===== src/rtl/kbr_pkg.sv =====
// Shared types and constants for the 6KRO boot keyboard report builder.
// No dependencies; used by every module of the block by scoped names.
package kbr_pkg;

  localparam int unsigned KeySlots  = 6;
  localparam int unsigned MapBytes  = 32;
  localparam int unsigned IdxW      = $clog2(MapBytes);
  localparam int unsigned FillW     = $clog2(KeySlots + 1);
  localparam logic [7:0]  RolloverCode = 8'h01;

  // request codes carried on tuser
  localparam logic [2:0] REQ_PRESS    = 3'd0;
  localparam logic [2:0] REQ_RELEASE  = 3'd1;
  localparam logic [2:0] REQ_MOD_SET  = 3'd2;
  localparam logic [2:0] REQ_MOD_CLR  = 3'd3;
  localparam logic [2:0] REQ_RESET    = 3'd4;

  typedef logic [KeySlots-1:0][7:0] slots_t;

  typedef struct packed {
    logic       valid;
    logic [2:0] req;
    logic [7:0] usage;
    logic [7:0] mask;
  } event_t;

endpackage


===== src/rtl/kbr_keymap.sv =====
// Pressed-key bitmap, pressed-key count and modifier byte.
// Applies one event per transfer; one byte read port for the scanner. Uses kbr_pkg.
module kbr_keymap (
  input  logic                       clk_i,
  input  logic                       rst_ni,
  input  kbr_pkg::event_t            event_i,
  input  logic [kbr_pkg::IdxW-1:0]   rd_idx_i,
  output logic [7:0]                 rd_byte_o,
  output logic [8:0]                 count_o,
  output logic [7:0]                 mods_o
);

  logic [kbr_pkg::MapBytes-1:0][7:0] map_q, map_d;
  logic [8:0]                        count_q, count_d;
  logic [7:0]                        mods_q, mods_d;
  logic [kbr_pkg::IdxW-1:0]          ev_idx;
  logic [7:0]                        ev_byte, ev_bit;

  assign ev_idx  = event_i.usage[7:3];
  assign ev_byte = map_q[ev_idx];
  assign ev_bit  = 8'h01 << event_i.usage[2:0];

  always_comb begin
    map_d   = map_q;
    count_d = count_q;
    mods_d  = mods_q;
    if (event_i.valid) begin
      unique case (event_i.req)
        kbr_pkg::REQ_PRESS: begin
          if ((ev_byte & ev_bit) == 8'h00) begin
            map_d[ev_idx] = ev_byte | ev_bit;
            count_d       = count_q + 9'd1;
          end
        end
        kbr_pkg::REQ_RELEASE: begin
          if ((ev_byte & ev_bit) != 8'h00) begin
            map_d[ev_idx] = ev_byte & ~ev_bit;
            count_d       = count_q - 9'd1;
          end
        end
        kbr_pkg::REQ_MOD_SET: mods_d = mods_q | event_i.mask;
        kbr_pkg::REQ_MOD_CLR: mods_d = mods_q & ~event_i.mask;
        kbr_pkg::REQ_RESET: begin
          map_d   = '0;
          count_d = '0;
          mods_d  = '0;
        end
        default: ;
      endcase
    end
  end

  always_ff @(posedge clk_i or negedge rst_ni) begin
    if (!rst_ni) begin
      map_q   <= '0;
      count_q <= '0;
      mods_q  <= '0;
    end else begin
      map_q   <= map_d;
      count_q <= count_d;
      mods_q  <= mods_d;
    end
  end

  assign rd_byte_o = map_q[rd_idx_i];
  assign count_o   = count_q;
  assign mods_o    = mods_q;

  // count tracks the number of set map bits
  a_count_matches: assert property (@(posedge clk_i) disable iff (!rst_ni)
    count_q == 9'($countones(map_q)))
    else $error("pressed count out of step with key map");

endmodule


===== src/rtl/kbr_scanner.sv =====
// Scan unit: takes one map byte per cycle while step_i is high and fills
// the key slots in ascending usage order. Uses kbr_pkg.
module kbr_scanner (
  input  logic                       clk_i,
  input  logic                       rst_ni,
  input  logic                       clear_i,
  input  logic                       step_i,
  input  logic [kbr_pkg::IdxW-1:0]   base_i,
  input  logic [7:0]                 byte_i,
  output kbr_pkg::slots_t            slots_o,
  output logic                       full_o
);

  kbr_pkg::slots_t                   slots_q, slots_d;
  logic [kbr_pkg::FillW-1:0]         fill_q, fill_d;

  // up to eight set bits per byte, placed one after another
  always_comb begin
    slots_d = slots_q;
    fill_d  = fill_q;
    if (clear_i) begin
      slots_d = '0;
      fill_d  = '0;
    end else if (step_i) begin
      for (int b = 0; b < 8; b++) begin
        if (byte_i[b] && (fill_d < kbr_pkg::FillW'(kbr_pkg::KeySlots))) begin
          slots_d[fill_d] = {base_i, 3'(b)};
          fill_d          = fill_d + kbr_pkg::FillW'(1);
        end
      end
    end
  end

  always_ff @(posedge clk_i or negedge rst_ni) begin
    if (!rst_ni) begin
      fill_q <= '0;
    end else begin
      fill_q <= fill_d;
    end
  end

  always_ff @(posedge clk_i) begin
    slots_q <= slots_d;
  end

  assign slots_o = slots_q;
  assign full_o  = (fill_q == kbr_pkg::FillW'(kbr_pkg::KeySlots));

  a_fill_bound: assert property (@(posedge clk_i) disable iff (!rst_ni)
    fill_q <= kbr_pkg::FillW'(kbr_pkg::KeySlots))
    else $error("slot fill beyond six");

  a_clear_empties: assert property (@(posedge clk_i) disable iff (!rst_ni)
    clear_i |=> (fill_q == '0) && (slots_q == '0))
    else $error("scanner not emptied by clear");

endmodule


===== src/rtl/keyboard_report_builder_6kro.sv =====
// Boot keyboard report builder, six-key rollover. A key event is handled in
// steps: map update at the transfer edge, the byte scanner walking the key
// map, then a compare that sends the report to the output register if it
// changed; rollover ends the walk at byte zero. A new event is taken only in
// idle, once the last one is through; output stalls hold it back; an unknown code starts no walk.
// Reset (rst_ni low, async) clears the map, count, modifiers, last report and handshakes.
module keyboard_report_builder_6kro (
  input  logic        clk_i,
  input  logic        rst_ni,
  // event stream
  input  logic        s_axis_tvalid,
  output logic        s_axis_tready,
  input  logic [15:0] s_axis_tdata,  // [7:0] usage, [15:8] modifier_mask
  input  logic [2:0]  s_axis_tuser,  // [2:0] req_type
  // report stream
  output logic        m_axis_tvalid,
  input  logic        m_axis_tready,
  output logic [55:0] m_axis_tdata   // [7:0] modifiers, [15:8] key_slot_0 .. [55:48] key_slot_5
);

  typedef enum logic [2:0] {
    ST_IDLE = 3'b001,
    ST_SCAN = 3'b010,
    ST_DONE = 3'b100
  } state_e;

  state_e                     state_q, state_d;
  logic [kbr_pkg::IdxW-1:0]   idx_q, idx_d;
  logic [55:0]                last_q, last_d;
  logic                       m_valid_q, m_valid_d;
  logic [55:0]                m_data_q, m_data_d;

  kbr_pkg::event_t            evt;
  kbr_pkg::slots_t            scan_slots, rpt_slots;
  logic [7:0]                 rd_byte, mods;
  logic [8:0]                 count;
  logic                       scan_full, rollover, in_xfer, valid_req;
  logic                       out_free, load;
  logic [55:0]                report;

  assign in_xfer   = s_axis_tvalid & s_axis_tready;
  assign valid_req = (s_axis_tuser == kbr_pkg::REQ_PRESS)   ||
                     (s_axis_tuser == kbr_pkg::REQ_RELEASE) ||
                     (s_axis_tuser == kbr_pkg::REQ_MOD_SET) ||
                     (s_axis_tuser == kbr_pkg::REQ_MOD_CLR) ||
                     (s_axis_tuser == kbr_pkg::REQ_RESET);

  assign evt.valid = in_xfer;
  assign evt.req   = s_axis_tuser;
  assign evt.usage = s_axis_tdata[7:0];
  assign evt.mask  = s_axis_tdata[15:8];

  kbr_keymap u_keymap (
    .clk_i     (clk_i),
    .rst_ni    (rst_ni),
    .event_i   (evt),
    .rd_idx_i  (idx_q),
    .rd_byte_o (rd_byte),
    .count_o   (count),
    .mods_o    (mods)
  );

  kbr_scanner u_scanner (
    .clk_i    (clk_i),
    .rst_ni   (rst_ni),
    .clear_i  (in_xfer),
    .step_i   (state_q == ST_SCAN),
    .base_i   (idx_q),
    .byte_i   (rd_byte),
    .slots_o  (scan_slots),
    .full_o   (scan_full)
  );

  // more than six keys down: every slot reports rollover
  assign rollover = (count > 9'(kbr_pkg::KeySlots));

  always_comb begin
    for (int k = 0; k < kbr_pkg::KeySlots; k++) begin
      rpt_slots[k] = rollover ? kbr_pkg::RolloverCode : scan_slots[k];
    end
  end

  assign report   = {rpt_slots, mods};
  assign out_free = ~m_valid_q | m_axis_tready;
  assign load     = (state_q == ST_DONE) && out_free && (report != last_q);

  // sequencer: apply on transfer, walk map bytes, compare and send
  always_comb begin
    state_d   = state_q;
    idx_d     = idx_q;
    last_d    = last_q;
    m_valid_d = m_valid_q & ~m_axis_tready;
    m_data_d  = m_data_q;
    unique case (state_q)
      ST_IDLE: begin
        if (in_xfer && valid_req) begin
          state_d = ST_SCAN;
          idx_d   = '0;
        end
      end
      ST_SCAN: begin
        // stop on rollover, six slots filled, or last byte walked
        if (rollover || scan_full || (idx_q == kbr_pkg::IdxW'(kbr_pkg::MapBytes - 1))) begin
          state_d = ST_DONE;
        end else begin
          idx_d = idx_q + kbr_pkg::IdxW'(1);
        end
      end
      ST_DONE: begin
        if (report == last_q) begin
          state_d = ST_IDLE;
        end else if (out_free) begin
          last_d    = report;
          m_valid_d = 1'b1;
          m_data_d  = report;
          state_d   = ST_IDLE;
        end
      end
      default: state_d = ST_IDLE;
    endcase
  end

  always_ff @(posedge clk_i or negedge rst_ni) begin
    if (!rst_ni) begin
      state_q   <= ST_IDLE;
      idx_q     <= '0;
      last_q    <= '0;
      m_valid_q <= 1'b0;
    end else begin
      state_q   <= state_d;
      idx_q     <= idx_d;
      last_q    <= last_d;
      m_valid_q <= m_valid_d;
    end
  end

  always_ff @(posedge clk_i) begin
    m_data_q <= m_data_d;
  end

  assign s_axis_tready = (state_q == ST_IDLE);
  assign m_axis_tvalid = m_valid_q;
  assign m_axis_tdata  = m_data_q;

  // a sent report becomes the last-sent copy
  a_load_tracks_last: assert property (@(posedge clk_i) disable iff (!rst_ni)
    load |=> m_axis_tvalid && (m_axis_tdata == last_q))
    else $error("sent report differs from last-sent copy");

  // a known request starts the walk at byte zero
  a_scan_start: assert property (@(posedge clk_i) disable iff (!rst_ni)
    (in_xfer && valid_req) |=> (state_q == ST_SCAN) && (idx_q == '0))
    else $error("scan did not start at byte zero");

  // unknown request codes are dropped without a report
  a_unknown_dropped: assert property (@(posedge clk_i) disable iff (!rst_ni)
    (in_xfer && !valid_req) |=> (state_q == ST_IDLE))
    else $error("unknown request left idle");

endmodule

===== config.mk =====
export PLATFORM = sky130hd
export DESIGN_NAME = keyboard_report_builder_6kro
export DESIGN_NICKNAME = d
export VERILOG_FILES = /design/src/rtl/kbr_pkg.sv /design/src/rtl/kbr_keymap.sv /design/src/rtl/kbr_scanner.sv /design/src/rtl/keyboard_report_builder_6kro.sv
export SDC_FILE = /design/constraint.sdc
export NUM_CORES = 2
export LEC_CHECK = 0
export BUFFER_PORTS_ARGS = -buffer_cell sky130_fd_sc_hd__buf_2
export CAP_MARGIN = 40
export CORE_MARGIN = 4
export CORE_UTILIZATION = 51
export CTS_CLUSTER_DIAMETER = 50
export CTS_CLUSTER_SIZE = 14
export DETAILED_ROUTE_END_ITERATION = 8
export PLACE_DENSITY = 0.66
export SLEW_MARGIN = 30
export SYNTH_ARGS = -nofsm -noshare
export SYNTH_HDL_FRONTEND = slang
export SYNTH_SLANG_ARGS = --single-unit

===== constraint.sdc =====
create_clock -name clk_i -period 5.6 [get_ports clk_i]
set_input_delay 1.68 -clock clk_i [delete_from_list [all_inputs] [get_ports clk_i]]
set_output_delay 1.68 -clock clk_i [all_outputs]
set_load 0.01 [all_outputs]

==> impl_metrics.py <==
metrics = {
    "die": {
        "rows": 78,
        "coreArea_mm2": 0.04567,
        "die-width_um": 223.7,
        "chipHeight_um": 223.7,
        "start_util": 0.5194,
        "die_area_mm2": 0.05003,
        "io_pins": 81,
    },
    "setup_path": {
        "crit_path_start": "idx_q[3]",
        "crit_type": "register to register",
        "cp-start-kind": "register",
        "crit_required_ps": 6100,
        "crit_path_end_kind": "register",
        "path_max_fanout": 10,
        "worstReg2RegStart": "idx_q[3]",
        "cp.arrival_ps": 5950,
    },
    "status": {
        "status": "complete, no violations",
    },
    "timing": {
        "setup_viol": 0,
        "tns_ps": 0,
        "slew_headroom": 0.3965,
        "tightestPinTransition_ps": 905.3,
        "final_max_slew_viol_count": 0,
        "timing.fmax_ghz": 0.1835,
        "finalCritPeriodShare": 0.9732,
        "min_period_ps": 5450,
        "worst_clock_skew_ps": 28.95,
        "holdWs_ps": 478.1,
        "setup_ws_ps": 150.3,
        "hold_viol_final": 0,
        "rsz0062_at_grt": "true",
    },
    "finish": {
        "area_growth_pct": 16.77,
        "final_cells": 3162,
        "layout_commonest_cell": "nand2_1",
        "finalNetCount": 2560,
        "stdcell_area_mm2": 0.02770,
        "layout_common_cells": "nand2_1, o21ai_0, dfrtp_1",
        "drive_gt1_frac": 0.2136,
    },
    "global_route": {
        "grt_pass1_wl_um": 120600,
        "first_global_vias": 20120,
        "antenna_found_initial": 2,
        "grt_max_degree": 109,
        "track_usage": 0.3095,
        "grt_overflow_total": 0,
    },
    "pwr": {
        "p_comb_frac": 0.269,
        "p_sw_uw": 3252,
        "pwr-share-seq": 0.384,
        "max-vdd-ir-drop_mv": 0.3453,
        "p_int_uw": 6378,
        "clkPwrFrac": 0.347,
        "netSwitchingFraction": 0.3377,
        "p_leak_uw": 0.01174,
        "p_per_area_mw_per_mm2": 347.7,
    },
    "detailed_routing": {
        "wl_per_cell_um": 24.64,
        "drt_wl_total_um": 77920,
        "viasPerCell": 6.412,
        "drcViolationCount": 0,
        "dr.pass1.iters": 5,
        "drt_iter0_drc": 2380,
        "vias": 20280,
        "antenna_left": 0,
    },
    "place": {
        "place_inst": 3066,
        "place_area_mm2": 0.02584,
        "place_hpwl_um": 56080,
        "port_buffers": 80,
        "post-place-ws_ps": -181.4,
        "gp_congestion": 1.004,
    },
    "cts": {
        "root_buffer": "clkbuf_16",
        "path_clk_slew_ps": 70,
        "cts_sinks": 445,
        "cts_tree": "built",
        "numCtsBuffers": 48,
        "cts_max_level": 2,
        "clockBufferDepth": 3,
        "clk_latency_ps": 610,
    },
    "synthesis": {
        "ys_async_sr_fraction": 0.7663,
        "syn-cell-area_mm2": 0.02372,
        "synth_edf_count": 56,
        "syn_area_per_cell_um2": 10.14,
        "mappedNetlistNets": 2376,
        "synth_seq_area_share": 0.4711,
        "ys_warn_count": 0,
        "ys_dominant_reg_cell": "dfrtp_1",
        "synth-seq-cells": 445,
        "synth_cell_types": 114,
        "netlist_instances": 2339,
    },
    "worst_hold_path": {
        "hold_start": "u_scanner.slots_o[37]",
        "min_path_type": "register to register",
    },
    "job": {
        "cap_viol_max_count": 0,
    },
}
## through the flow
step / util / power [uW]
2_1_floorplan: - / 5401
3_5_place_dp: 0.5658 / 6239
5_1_grt: 0.6064 / 10040
4_1_cts: 0.6038 / 9606
6_report: 0.6065 / 9630
3_3_place_gp: 0.5645 / 6175
## cell families (layout without fill, tap and decap cells)
kind of cell	after synthesis	after routing	synth area share
AND/OR/NAND/NOR	735	735	0.1359
AO/OA/AOI/OAI	696	696	0.1907
flip-flops	445	445	0.4711
buffers and inverters	201	423	0.03840
multiplexers	179	179	0.1290
XOR/XNOR	67	67	0.02632
adder cells (fa/ha/maj)	16	16	0.008545
other	0	1	0
## synthesized netlist by cell type (14+ instances only)
library cell | instances | area, um^2
a221oi_1 | 31 | 271.5
dfrtp_1 | 340 | 8508
nand3_1 | 33 | 165.2
and3_1 | 14 | 87.58
edfxtp_1 | 56 | 1682
nor4_1 | 19 | 118.9
o21ai_0 | 369 | 1847
a21oi_1 | 48 | 240.2
dfxtp_1 | 48 | 960.9
nand4_1 | 17 | 106.4
o21ai_1 | 37 | 185.2
clkbuf_1 | 97 | 364.1
mux2_2 | 16 | 180.2
a211oi_1 | 14 | 105.1
mux4_2 | 99 | 2230
a22oi_1 | 30 | 225.2
xnor2_1 | 40 | 350.3
nand2_1 | 473 | 1775
nor2_1 | 92 | 345.3
xor2_1 | 22 | 192.7
nor3_1 | 16 | 80.08
mux2i_1 | 62 | 620.6
inv_1 | 67 | 251.5
a22o_1 | 47 | 411.6
## layer usage
| layer | up-vias | track usage | wire, um |
|---|---|---|---|
| met4 | 4 | 0.1227 | 3378 |
| li1 | 8912 | - | - |
| met1 | 10130 | 0.4311 | 32440 |
| met3 | 190 | 0.07234 | 7282 |
| met5 | - | 0 | 27 |
| met2 | 1036 | 0.4751 | 34780 |
## path summary, 6_finish.rpt
path / end / slack, ps / cells past startpoint
worst max-delay path: u_scanner.fill_q[1] / 150 / 19
worst min register to register: u_scanner.slots_o[37] / 480 / 1
worst min-delay path: u_scanner.slots_o[37] / 480 / 1
worst max register to register: u_scanner.fill_q[1] / 150 / 19
min in group asynchronous: asynchronous set/reset pin / 1120 / 1
max in group asynchronous: asynchronous set/reset pin / 3350 / 2
## critical path, cell delays in order, from the launching register on
cell and delay, ps:
dfrtp_1 650, inv_1 350, buf_4 270, a221oi_1 700
nor3_1 190, o32a_1 420, inv_1 130, buf_4 160
a311oi_2 140, xnor2_2 190, xor2_2 190, ha_1 210
nand2_1 100, o211ai_1 100, mux2_4 290, and2_2 280
buf_4 170, a31oi_1 250, mux2_2 370, o21ai_0 160
## area by class of cell
cell class,count,area [um^2]
diodes,1,2.502
clock buffers,66,1413
fillers,3855,17970
clock inverters,22,257.7
flip-flops and latches,445,11180
multi-input cells,1693,11770
well taps,600,750.7
repair buffers,264,2051
inverters,71,274.0
## power groups by stage
stage	sequential [uW]	combinational [uW]	clock [uW]
floorplan	3690	1710	0
global placement	3760	2420	0
detailed placement	3770	2470	0
CTS	3690	2520	3390
global route	3720	2800	3520
finish	3700	2590	3340
## timing repair
action,CTS,global route
pin swaps,1,3
endpoints found under the setup margin,12,32
gates resized for setup,1,19
buffers inserted,4,1
hold buffers,0,0
(Power assumes the default switching activity.)
